==> src/sv/tdps_pkg.sv <==
// Shared types and constants for the tick-driven process scheduler.
// No dependencies; every other file refers to this package by scoped names.
package tdps_pkg;

  localparam int ENTRIES  = 8;
  localparam int SLOT_W   = (ENTRIES > 1) ? $clog2(ENTRIES) : 1;
  localparam int CNT_W    = $clog2(ENTRIES + 1);
  localparam int TIME_W   = 16;
  localparam int ID_W     = 8;
  localparam int PRIO_W   = 4;
  localparam int FSLOT_W  = 3;
  localparam logic [TIME_W-1:0] TIME_MAX = '1;

  localparam logic KIND_LOAD = 1'b0;
  localparam logic KIND_TICK = 1'b1;

  localparam logic MODE_SRT  = 1'b0;
  localparam logic MODE_PRIO = 1'b1;

  typedef struct packed {
    logic              kind;
    logic [FSLOT_W-1:0] slot;
    logic [ID_W-1:0]   process_id;
    logic [TIME_W-1:0] arrival_in;
    logic [TIME_W-1:0] burst_in;
    logic [PRIO_W-1:0] priority_in;
  } in_t;

  typedef struct packed {
    logic               ran;
    logic [FSLOT_W-1:0] run_slot;
    logic [ID_W-1:0]    run_id;
    logic [PRIO_W-1:0]  run_priority;
    logic [TIME_W-1:0]  remaining_after;
    logic [TIME_W-1:0]  time_after;
    logic               finished;
    logic               all_done;
  } out_t;

  typedef struct packed {
    logic [ID_W-1:0]   ident;
    logic [TIME_W-1:0] arrival;
    logic [TIME_W-1:0] remaining;
    logic [PRIO_W-1:0] prio;
  } entry_t;

  // One write port into the table: a full load or a remaining-time update.
  typedef struct packed {
    logic              en;
    logic              full;
    logic [SLOT_W-1:0] addr;
    entry_t            entry;
  } tbl_wr_t;

endpackage

==> src/sv/tdps_table.sv <==
// Process table: identifier, arrival, remaining time and priority per slot.
// Depends on tdps_pkg. One read address and one write port per cycle.
module tdps_table (
  input  logic                    clk,
  input  logic                    rst,
  input  logic [tdps_pkg::SLOT_W-1:0] rd_addr,
  output tdps_pkg::entry_t        rd_entry,
  input  tdps_pkg::tbl_wr_t       wr
);

  logic [tdps_pkg::ID_W-1:0]   ident     [tdps_pkg::ENTRIES];
  logic [tdps_pkg::TIME_W-1:0] arrival   [tdps_pkg::ENTRIES];
  logic [tdps_pkg::TIME_W-1:0] remaining [tdps_pkg::ENTRIES];
  logic [tdps_pkg::PRIO_W-1:0] prio      [tdps_pkg::ENTRIES];

  // Only the remaining time needs clearing: an entry with zero remaining
  // time is never selected, and a load rewrites every field together.
  always_ff @(posedge clk) begin
    if (rst) begin
      for (int k = 0; k < tdps_pkg::ENTRIES; k++) begin
        remaining[k] <= '0;
      end
    end else if (wr.en) begin
      remaining[wr.addr] <= wr.entry.remaining;
    end
  end

  always_ff @(posedge clk) begin
    if (wr.en && wr.full) begin
      ident[wr.addr]   <= wr.entry.ident;
      arrival[wr.addr] <= wr.entry.arrival;
      prio[wr.addr]    <= wr.entry.prio;
    end
  end

  assign rd_entry.ident     = ident[rd_addr];
  assign rd_entry.arrival   = arrival[rd_addr];
  assign rd_entry.remaining = remaining[rd_addr];
  assign rd_entry.prio      = prio[rd_addr];

endmodule

==> src/sv/tick_driven_process_scheduler_unit.sv <==
// Latency: a load transaction takes effect at its accepting edge. A tick, accepted in
// S_IDLE, passes each entry in turn through the shared comparator in S_SCAN; S_UPDATE
// then writes back the decrement and registers the result.
// Throughput: loads back to back while idle; a new tick is taken only in the idle
// state after the write-back, so it waits until the last tick is done. A stalled
// result holds the write-back step. Reset (rst, synchronous): clears time, mode,
// remaining times and the output valid flag.
module tick_driven_process_scheduler_unit (
  input  logic            clk,
  input  logic            rst,
  input  logic            cfg_wen,
  input  logic            cfg_wdata,
  input  logic            in_valid,
  output logic            in_stall,
  input  tdps_pkg::in_t   in_data,
  output logic            out_valid,
  input  logic            out_stall,
  output tdps_pkg::out_t  out_data
);

  typedef enum logic [1:0] {S_IDLE, S_SCAN, S_UPDATE} state_t;

  state_t                        state;
  logic [tdps_pkg::SLOT_W-1:0]   idx;
  logic                          found;
  logic [tdps_pkg::SLOT_W-1:0]   best_slot;
  logic [tdps_pkg::TIME_W-1:0]   best_rem;
  logic [tdps_pkg::PRIO_W-1:0]   best_prio;
  logic [tdps_pkg::ID_W-1:0]     best_id;
  logic [tdps_pkg::CNT_W-1:0]    nz_count;
  logic                          policy_mode;
  logic [tdps_pkg::TIME_W-1:0]   current_time;

  tdps_pkg::entry_t              rd_entry;
  tdps_pkg::tbl_wr_t             wr;
  logic                          accept;
  logic                          eligible;
  logic                          better;
  logic                          out_free;
  logic                          slot_ok;
  logic [tdps_pkg::TIME_W-1:0]   rem_dec;
  logic [tdps_pkg::TIME_W-1:0]   time_next;
  logic                          all_done_next;

  tdps_table u_table (
    .clk      (clk),
    .rst      (rst),
    .rd_addr  (idx),
    .rd_entry (rd_entry),
    .wr       (wr)
  );

  assign in_stall = (state != S_IDLE);
  assign accept   = in_valid && !in_stall;
  assign out_free = !out_valid || !out_stall;
  assign slot_ok  = (32'(in_data.slot) < tdps_pkg::ENTRIES);

  // Shared comparator: the entry at idx against the best so far.
  assign eligible = (rd_entry.arrival <= current_time) && (rd_entry.remaining != '0);
  always_comb begin
    if (!found) begin
      better = 1'b1;
    end else if (policy_mode == tdps_pkg::MODE_PRIO) begin
      better = rd_entry.prio < best_prio;
    end else begin
      better = rd_entry.remaining < best_rem;
    end
  end

  assign rem_dec   = best_rem - 1'b1;
  assign time_next = (current_time == tdps_pkg::TIME_MAX) ? current_time
                                                          : current_time + 1'b1;
  // The served entry was counted as non-zero during the scan.
  assign all_done_next = (nz_count == '0) ||
                         ((nz_count == tdps_pkg::CNT_W'(1)) && found && (rem_dec == '0));

  always_comb begin
    wr = '0;
    if (state == S_IDLE) begin
      wr.en              = accept && (in_data.kind == tdps_pkg::KIND_LOAD) && slot_ok;
      wr.full            = 1'b1;
      wr.addr            = tdps_pkg::SLOT_W'(in_data.slot);
      wr.entry.ident     = in_data.process_id;
      wr.entry.arrival   = in_data.arrival_in;
      wr.entry.remaining = in_data.burst_in;
      wr.entry.prio      = in_data.priority_in;
    end else if (state == S_UPDATE) begin
      wr.en              = out_free && found;
      wr.full            = 1'b0;
      wr.addr            = best_slot;
      wr.entry.remaining = rem_dec;
    end
  end

  always_ff @(posedge clk) begin
    if (rst) begin
      state        <= S_IDLE;
      idx          <= '0;
      found        <= 1'b0;
      nz_count     <= '0;
      policy_mode  <= tdps_pkg::MODE_SRT;
      current_time <= '0;
      out_valid    <= 1'b0;
    end else begin
      if (cfg_wen) begin
        policy_mode <= cfg_wdata;
      end
      if (out_valid && !out_stall) begin
        out_valid <= 1'b0;
      end
      case (state)
        S_IDLE: begin
          if (accept && (in_data.kind == tdps_pkg::KIND_TICK)) begin
            idx      <= '0;
            found    <= 1'b0;
            nz_count <= '0;
            state    <= S_SCAN;
          end
        end
        S_SCAN: begin
          if (rd_entry.remaining != '0) begin
            nz_count <= nz_count + 1'b1;
          end
          if (eligible && better) begin
            found     <= 1'b1;
            best_slot <= idx;
            best_rem  <= rd_entry.remaining;
            best_prio <= rd_entry.prio;
            best_id   <= rd_entry.ident;
          end
          if (idx == tdps_pkg::SLOT_W'(tdps_pkg::ENTRIES - 1)) begin
            state <= S_UPDATE;
          end else begin
            idx <= idx + 1'b1;
          end
        end
        S_UPDATE: begin
          if (out_free) begin
            out_valid                <= 1'b1;
            out_data.ran             <= found;
            out_data.run_slot        <= found ? tdps_pkg::FSLOT_W'(best_slot) : '0;
            out_data.run_id          <= found ? best_id : '0;
            out_data.run_priority    <= found ? best_prio : '0;
            out_data.remaining_after <= found ? rem_dec : '0;
            out_data.finished        <= found && (rem_dec == '0);
            out_data.time_after      <= time_next;
            out_data.all_done        <= all_done_next;
            current_time             <= time_next;
            state                    <= S_IDLE;
          end
        end
        default: begin
          state <= S_IDLE;
        end
      endcase
    end
  end

endmodule

==> config.mk <==
export PLATFORM = sky130hd
export DESIGN_NAME = tick_driven_process_scheduler_unit
export DESIGN_NICKNAME = d
export VERILOG_FILES = /design/src/sv/tdps_pkg.sv /design/src/sv/tdps_table.sv /design/src/sv/tick_driven_process_scheduler_unit.sv
export SDC_FILE = /design/constraint.sdc
export NUM_CORES = 1
export LEC_CHECK = 0
export BUFFER_PORTS_ARGS = -buffer_cell sky130_fd_sc_hd__buf_2
export CORE_MARGIN = 4
export CORE_UTILIZATION = 65
export CTS_CLUSTER_SIZE = 28
export DETAILED_ROUTE_END_ITERATION = 10
export PLACE_DENSITY = 0.84
export RECOVER_POWER = 100
export SETUP_SLACK_MARGIN = 0.15
export SLEW_MARGIN = 10
export SYNTH_ARGS = -nofsm -noshare
export SYNTH_HDL_FRONTEND = slang
export SYNTH_SLANG_ARGS = --single-unit
==> constraint.sdc <==
create_clock -name clk -period 11.08 [get_ports clk]
set_input_delay 0.554 -clock clk [delete_from_list [all_inputs] [get_ports clk]]
set_output_delay 0.554 -clock clk [all_outputs]
set_load 0.01 [all_outputs]
### Yosys cells after proc, flatten, opt, wreduce, memory -nomap -nowiden

Memory sizes are Yosys's and may differ from the RTL's. A register that Yosys moved wholly into a read port is not among the register bits.
Index checks and enable logic that the tools add are counted.

* multiplexer cells: 41
* add/subtract/negate cells: 4
* bitwise gates (word level): 2
* $lt $le $gt $ge: 3
* equality and inequality tests: 11
* reduce and logical (&&, ||, !) cells: 30

Operator list (count)
* two-way mux 16 bit: 4
* two-way mux 3 bit: 9
* two-way mux 24 bit: 1
* AND reduction 3 bit: 6
* adder 16 x 1 -> 16 bit (second input constant): 1
* == test 16 bit (second input constant): 1
* <= comparator 16 bit: 1
* zero test 16 bit: 1
* < comparator 16 bit: 1
* nonzero test 16 bit: 1
* OR reduction 16 bit: 1
* subtractor 16 x 1 -> 16 bit (second input constant): 1
* two-way mux 1 bit: 15
* two-way mux 4 bit: 3
* logical AND 1 bit: 11
* two-way mux 5 bit: 2
* inequality test 2 bit (second input constant): 5
* one-hot mux 4 bit (2 select lines): 1
* two-way mux 2 bit: 3
* one-hot mux 2 bit (3 select lines): 1
* one-hot mux 3 bit (2 select lines): 1
* adder 4 x 1 -> 4 bit (second input constant): 1
* == test 4 x 1 -> 1 bit (second input constant): 1
* zero test 4 bit: 1
* other kinds (13): 18

* RAM bits: 352
* flip-flop bits (word level): 101
* bits of input ports: 54
* output and inout bits: 52
* memories kept: 4
* word-level logic and storage cells: 113

Memory list
* u_table.arrival: depth 8, bits a word 16, read ports 1, clocked after Yosys merged registers in 1, wr ports 1, line tdps_table.sv:12 `logic [tdps_pkg::TIME_W-1:0] arrival [tdps_pkg::ENTRIES];`
* u_table.remaining: depth 8, bits a word 16, read ports 1, clocked after Yosys merged registers in 1, wr ports 8, line tdps_table.sv:13 `logic [tdps_pkg::TIME_W-1:0] remaining [tdps_pkg::ENTRIES];`
* u_table.ident: depth 8, bits a word 8, read ports 1, clocked after Yosys merged registers in 1, wr ports 1, line tdps_table.sv:11 `logic [tdps_pkg::ID_W-1:0] ident [tdps_pkg::ENTRIES];`
* u_table.prio: depth 8, bits a word 4, read ports 1, clocked after Yosys merged registers in 1, wr ports 1, line tdps_table.sv:14 `logic [tdps_pkg::PRIO_W-1:0] prio [tdps_pkg::ENTRIES];`

### Longest topological paths before layout

Gate-level depths: netlist (run 1).

* depth in word-level cells: 10
* depth in mapped cells: 16

### Hierarchy

Synthesis (run 1) repeated with hierarchy kept, for this count alone.

* cell total of the unflattened synthesis: 1269
* area total of the unflattened synthesis: 20085.5 um2

Modules (own cells, without submodules)
* tdps_table: sequential area each 10570.1 um2, times used 1, cells each 707, area each 14224.9 um2
* tick_driven_process_scheduler_unit: sequential area each 2992.9 um2, times used 1, cells each 562, area each 5860.6 um2

### Least setup slack after synthesis (run 1)

OpenSTA, ideal clock, no wires.

* kind: reg2reg
* start: reg with a tool-made name
* end: reg best_id[0] (netlist bit) (read register of u_table.ident) (enable)
* setup time: 0.497 ns
* clock period less this slack: 6.884 ns
* path slack: 4.196 ns
* data arrival time: 6.387 ns
* cell stages (with the launch flop): 16
* path through: dfxtp_1 buf_6 buf_8 clkbuf_1 buf_2 mux4_2 nand2_1 nand2_1 ha_1 a211oi_1 o21ai_0 a2111oi_0 nand3b_1 a31oi_1 nor4_1 nor4_1

RTL lines
* to (decl): line tick_driven_process_scheduler_unit.sv:29 `logic [tdps_pkg::ID_W-1:0] best_id;`

==> results.toml, run 1 <==
[sta]
period_needed_ns = 7.45
fin_tns_setup_ns = 0
relSlewSlack_pct = -134
rsz0062_at_grt = "false"
holdWs_ns = 0.240
hold_viol = 0
timing.final.crit_share_pct = 67.2
slew_violations = 513
worstMarginPinSlew_ns = 3.50
clock-skew-final_ns = 0.0198
timing.fmax_ghz = 0.134
finalSetupViolations = 0

[drt]
drtIter0Drc = 1466
via_per_inst = 6.45
drc_errors = 0
wire_per_inst_um = 24.4
drt-pass1-iter-count = 5
ant_nets = 0
dr_total_vias = 12300
drt_wl_total_mm = 46.2

[setup_path]
crit_type = "flop to flop"
critical_path_buf_inv_count = 2
rrSetupSlack_ns = 3.63
slowest_stage = "clkbuf_1"
start_kind = "flop"
critical_path_arrival_ns = 7.63
slowest_delay_ns = 2.53
required_ns = 11.26
reg2reg_to = "best_id[5]"
cp_cell_sequence = "clkbuf_1 > mux4_2 > nor2_1 > nor2_1 > ha_1 > o21ai_0 > o21ai_0 > a2111oi_0 > nand3b_1 > a31oi_1 > nor4_1 > nor4_1 > clkbuf_1"
end_kind = "flop"
cp_max_fo = 59
worst-r2r-cell-count = 13
crit_family = "buffers and inverters"

[final_layout]
nets = 1560
nFillCells = 1888
syn_to_final_growth_pct = 11.5
layout-drive-gt1-share_pct = 16.4
finish.utilization_pct = 73.5
antenna_cells = 0

[synth]
async_reset_ff_share_pct = 0
yosysMostFrequentCell = "edfxtp_1"
synth_top_area_share_pct = 64.3
synth.distinct_cells = 61
synth_ff_type = "edfxtp_1"
ys_seq_area_share_pct = 67.4
synth_area_leader_cell = "edfxtp_1"
ys_top_cells_by_area = "edfxtp_1 (64%), mux4_2 (8.0%), nor2_1 (3.8%)"
synthesis.area_mm2 = 0.0202
syn_nets = 1447
avgSynthCellArea_um2 = 15.0
synth_edf_count = 433
synth_common_cells = "edfxtp_1 (433), nor2_1 (202), nand2_1 (83)"
postSynthCellCount = 1351
ys_warn_count = 0
ys_ff_latch = 464

[clocking]
cts_made_buffers = 47
cts.path.max_buffers = 3
clock_sinks = 464
clock_latency_ns = 0.57
cts_tree = "built"
clk_pin_slew_ns = 0.06
root_buffer = "clkbuf_16"
postCtsHoldBufs = 0
htree_num_levels = 2
cts_resized = 0
post_cts_buffers = 0

[pwr]
ir_worst_vdd_v = 0.000141
p_leak_uw = 0.00755
power.density_mw_per_mm2 = 167

[placed_design]
place.gp.congestion = 0.904
hpwl_mm = 29.1
placement.io_buffers = 105

[floorplan]
die_w_um = 184
initial_core_util_pct = 65.9
rows = 64
core_area_mm2 = 0.0307
io_pins = 106
die-area_mm2 = 0.0340
die_y_um = 184

[global_routing]
antenna_found_initial = 0
track_usage_pct = 27.6
grt_first_pass_wirelength_mm = 71.2
overflow = 0
first_global_vias = 12400
grt_max_degree = 60

[worst_hold_path]
hold_class = "input pin to flop"
min_to = "policy_mode"
whs_path_depth = 3
worstHoldStart = "cfg_wdata"

[job]
maxCapViolations = 15

[status]
status = "finished, violations left"
failed_checks = "max-capacitance violations, max-slew violations"
worst min-delay path, cell delays in order:
cell     delay (ns)
buf_2          0.08
mux2i_1        0.05
nor2_1         0.07
routing by layer:
metal / global-route usage (%) / vias to the layer above / wire [um]
met5: 0 / - / 0
li1: - / 5345 / -
met1: 38.1 / 6070 / 17800
met3: 5.37 / 119 / 4630
met4: 9.02 / 0 / 1460
met2: 45.1 / 716 / 22300
sequential cells by signal, summed over array words and instances (netlist names), named ones only:
name,flops
policy_mode,1
u_table.arrival,128
u_table.prio,32
nz_count,4
u_table.ident,64
state,2
current_time,16
best_slot,3
best_id,8
out_data,50
best_prio,4
best_rem,16
out_valid,1
u_table.remaining,128
found,1
idx,3
layout by cell type, fill, tap and decap left out, types with 13 or more instances in the layout:
cell	count
a211o_1	15
a21oi_1	28
and2_0	42
buf_2	52
clkbuf_1	83
clkbuf_16	47
dfxtp_1	29
edfxtp_1	433
ha_1	42
inv_1	44
mux2_2	24
mux2i_1	29
mux4_2	72
nand2_1	83
nand3_1	35
nand4_1	13
nor2_1	194
nor2b_1	19
nor3_1	17
nor4_1	14
xnor2_1	32
cell type report:
| class | instances | area (um^2) | area share, % |
|---|---|---|---|
| clock buffers | 66 | 1300 | 5.76 |
| clock inverters | 21 | 272 | 1.20 |
| inverters | 45 | 169 | 0.749 |
| multi-input cells | 782 | 6140 | 27.2 |
| flip-flops and latches | 464 | 13600 | 60.5 |
| well taps | 396 | 495 | 2.20 |
| repair buffers | 124 | 542 | 2.40 |
cells by family (layout without fill, tap and decap cells):
kind of cell    Yosys count  count (layout)  share of synthesized area [%]
flops                   464             464                           67.4
compound gates           99              99                           3.47
simple gates            474             474                           11.1
fa+ha+maj                42              42                           2.60
xor+xnor                 32              32                           1.39
buf+inv                 105             256                           2.19
mux                     135             135                           11.8
where the power goes:
part | total, uW | internal (uW) | switching (uW)
clock | 1600 | 942 | 656
sequential | 1970 | 1950 | 17.3
combinational | 202 | 73.6 | 128
total | 3770 | 2970 | 801
stage by stage:
| step | power [uW] | area, um^2 | instances | setup slack (ns) |
|---|---|---|---|---|
| 6_report | 3770 | 22500 | 1898 | 3.63 |
| 5_1_grt | 3880 | 22500 | 1898 | 3.15 |
| 4_1_cts | 3790 | 22700 | 1898 | 6.56 |
| 3_5_place_dp | 2210 | 21100 | 1811 | 6.58 |
| 3_3_place_gp | 2200 | 21100 | 1811 | 6.66 |
| 2_1_floorplan | 2130 | 20200 | 1351 | 4.20 |
worst max-delay path by stage:
stage / startpoint / endpoint / slack, ns / depth (start not counted)
final: flop / best_id[5] / 3.63 / 13
after global routing: flop / best_id[1] / 3.15 / 13
after CTS: flop / best_prio[0] / 6.56 / 13
after detailed placement: flop / best_rem[10] / 6.58 / 13
after global placement: flop / best_rem[10] / 6.66 / 13
after floorplan: flop / best_id[0] / 4.20 / 15
Note: power is estimated with default switching activity, not from simulation.
==> run 2: changes to the inputs <==
Settings changed: ABC_AREA set to 1, CORE_UTILIZATION 65 to 55, PLACE_DENSITY 0.84 to 0.76.
Clock period 11.08 ns to 6.75 ns, I/O delays scaled along.
==> results.toml, run 2 <==
[floorplan]
io_pins = 106
rows = 70
core_area_mm2 = 0.0367
initial_core_util_pct = 55.9
die_y_um = 201
die-area_mm2 = 0.0405
die_w_um = 201

[drt]
wire_per_inst_um = 19.6
drtIter0Drc = 1534
via_per_inst = 5.74
drc_errors = 0
drt-pass1-iter-count = 6
ant_nets = 0
drt_wl_total_mm = 49.7
dr_total_vias = 14500

[sta]
period_needed_ns = 5.39
slew_violations = 216
layout_setup_ws_ns = 1.36
rsz0062_at_grt = "false"
clock-skew-final_ns = 0.0158
timing.final.crit_share_pct = 79.9
hold_viol = 0
fin_tns_setup_ns = 0
finalSetupViolations = 0
relSlewSlack_pct = -50.4
timing.fmax_ghz = 0.185
worstMarginPinSlew_ns = 2.26

[synth]
ys_top_cells_by_area = "edfxtp_1 (63%), nor2_1 (9.6%), o21ai_0 (3.7%)"
synth_ff_type = "edfxtp_1"
ys_ff_latch = 464
ys_warn_count = 0
avgSynthCellArea_um2 = 10.5
yosysMostFrequentCell = "nor2_1"
syn_nets = 2044
synth_area_leader_cell = "edfxtp_1"
ys_seq_area_share_pct = 66.4
synth_common_cells = "nor2_1 (525), edfxtp_1 (433), nand2_1 (188)"
synth_edf_count = 433
synth_top_area_share_pct = 63.3
synth.distinct_cells = 43
postSynthCellCount = 1948
async_reset_ff_share_pct = 0
synthesis.area_mm2 = 0.0205

[placed_design]
dp_slack_ns = 2.10
hpwl_mm = 31.1
place.gp.congestion = 0.981
placement.io_buffers = 105

[global_routing]
grt_max_degree = 96
track_usage_pct = 23.9
overflow = 0
grt_first_pass_wirelength_mm = 76.9
first_global_vias = 13800
antenna_found_initial = 0

[setup_path]
cp_max_fo = 42
slowest_delay_ns = 1.00
crit_family = "simple AND/OR/NAND/NOR gates"
slowest_stage = "nor2_1"
start_kind = "flop"
critical_path_arrival_ns = 5.55
required_ns = 6.91
critical_path_buf_inv_count = 4
end_kind = "flop"
crit_type = "flop to flop"
cp_cell_sequence = "inv_1 > nor2_1 > inv_1 > nor2_1 > inv_1 > nor2_1 > clkbuf_2"

[clocking]
cts_resized = 0
clock_latency_ns = 0.55
htree_num_levels = 2
cts_made_buffers = 46
clock_sinks = 464
clk_pin_slew_ns = 0.06
cts_tree = "built"
root_buffer = "clkbuf_16"
cts.path.max_buffers = 3

[final_layout]
ff_latch_area_mm2 = 0.0136
multi_input_area_mm2 = 0.00565
antenna_cells = 0
layout-drive-gt1-share_pct = 6.44
nFillCells = 2940
final_common_cell = "nor2_1"
finish.utilization_pct = 61.4
largestRegisters = "u_table.arrival x128, u_table.remaining x128, u_table.ident x64"
nets = 2129
final_cell_mix = "nor2_1 (533), edfxtp_1 (433), inv_1 (191), nand2_1 (191), o21ai_0 (166)"
syn_to_final_growth_pct = 9.78

[worst_hold_path]
hold_class = "input pin to flop"

[status]
status = "finished, violations left"
failed_checks = "max-capacitance violations, max-slew violations"

[pwr]
power.density_mw_per_mm2 = 276
ir_worst_vdd_v = 0.000231
p_leak_uw = 0.00874

[job]
maxCapViolations = 9
[run 2: changes by cell type after synthesis, moves of 27 or more]
| cell | delta |
|---|---|
| o21ai_1 | +63 |
| o22ai_1 | +27 |
| mux2i_1 | -29 |
| mux2_2 | -27 |
| mux4_2 | -72 |
| and2_1 | -45 |
| inv_1 | +135 |
| nand2_1 | +105 |
| o21ai_0 | +143 |
| xnor2_1 | -30 |
| nor2_1 | +323 |
[run 2: final timing paths]
kind / start / to / slack, ns / cells past startpoint
setup / recovery: state[1] / out_data[31] / 1.36 / 7
setup reg to reg: state[1] / out_data[31] / 1.36 / 7
hold reg to reg: idx[2] / best_slot[2] / 0.50 / 0
hold / removal: cfg_wen / policy_mode / 0.03 / 3
[run 2: stage by stage]
| stage | hold slack (ns) | total power (uW) | instance area [um^2] | std cells |
|---|---|---|---|---|
| 2_1_floorplan | 0.403 | 3740 | 20500 | 1948 |
| 3_3_place_gp | 0.473 | 3910 | 21400 | 2452 |
| 3_5_place_dp | 0.478 | 3930 | 21400 | 2452 |
| 4_1_cts | 0.0162 | 6240 | 22700 | 2533 |
| 5_1_grt | 0.0623 | 6450 | 22500 | 2533 |
| 6_report | 0.0349 | 6220 | 22500 | 2533 |
[run 2: tightest hold or removal path, stage by stage]
cell and delay, ns:
buf_2 0.09, a21oi_1 0.06, nor2_1 0.07
[run 2: cell families (layout without fill, tap and decap cells)]
| logic type | after synthesis | after routing | share of synthesized area, % |
|---|---|---|---|
| simple gates | 798 | 798 | 15.5 |
| xor+xnor | 19 | 19 | 0.811 |
| flops | 464 | 464 | 66.4 |
| buf+inv | 287 | 404 | 5.78 |
| compound gates | 338 | 338 | 8.98 |
| fa+ha+maj | 42 | 42 | 2.56 |
[run 2: per-layer routing]
| layer | track usage, % | wire length [um] | up-vias |
|---|---|---|---|
| met5 | 0 | 0 | - |
| met4 | 7.67 | 1450 | 0 |
| met3 | 3.26 | 4480 | 99 |
| met2 | 39.9 | 23800 | 714 |
| met1 | 33.1 | 20000 | 6934 |
| li1 | - | - | 6784 |
[run 2: repair_timing]
action / 4_1_cts / 5_1_grt
hold buffers: 1 / 0
endpoints found under the hold margin: 1 / 0
buffers inserted: 0 / 0
[run 2: cell type report]
cell class | instances | share of cell area, %
inverters | 201 | 3.37
repair buffers | 123 | 2.53
well taps | 468 | 2.60
multi-input cells | 1197 | 25.1
clock inverters | 17 | 0.494
clock buffers | 63 | 5.48
flip-flops and latches | 464 | 60.5
[run 2: report_power, final]
part	internal, uW	switching [uW]
Sequential	3220	45.9
Clock	1310	1030
Combinational	176	430
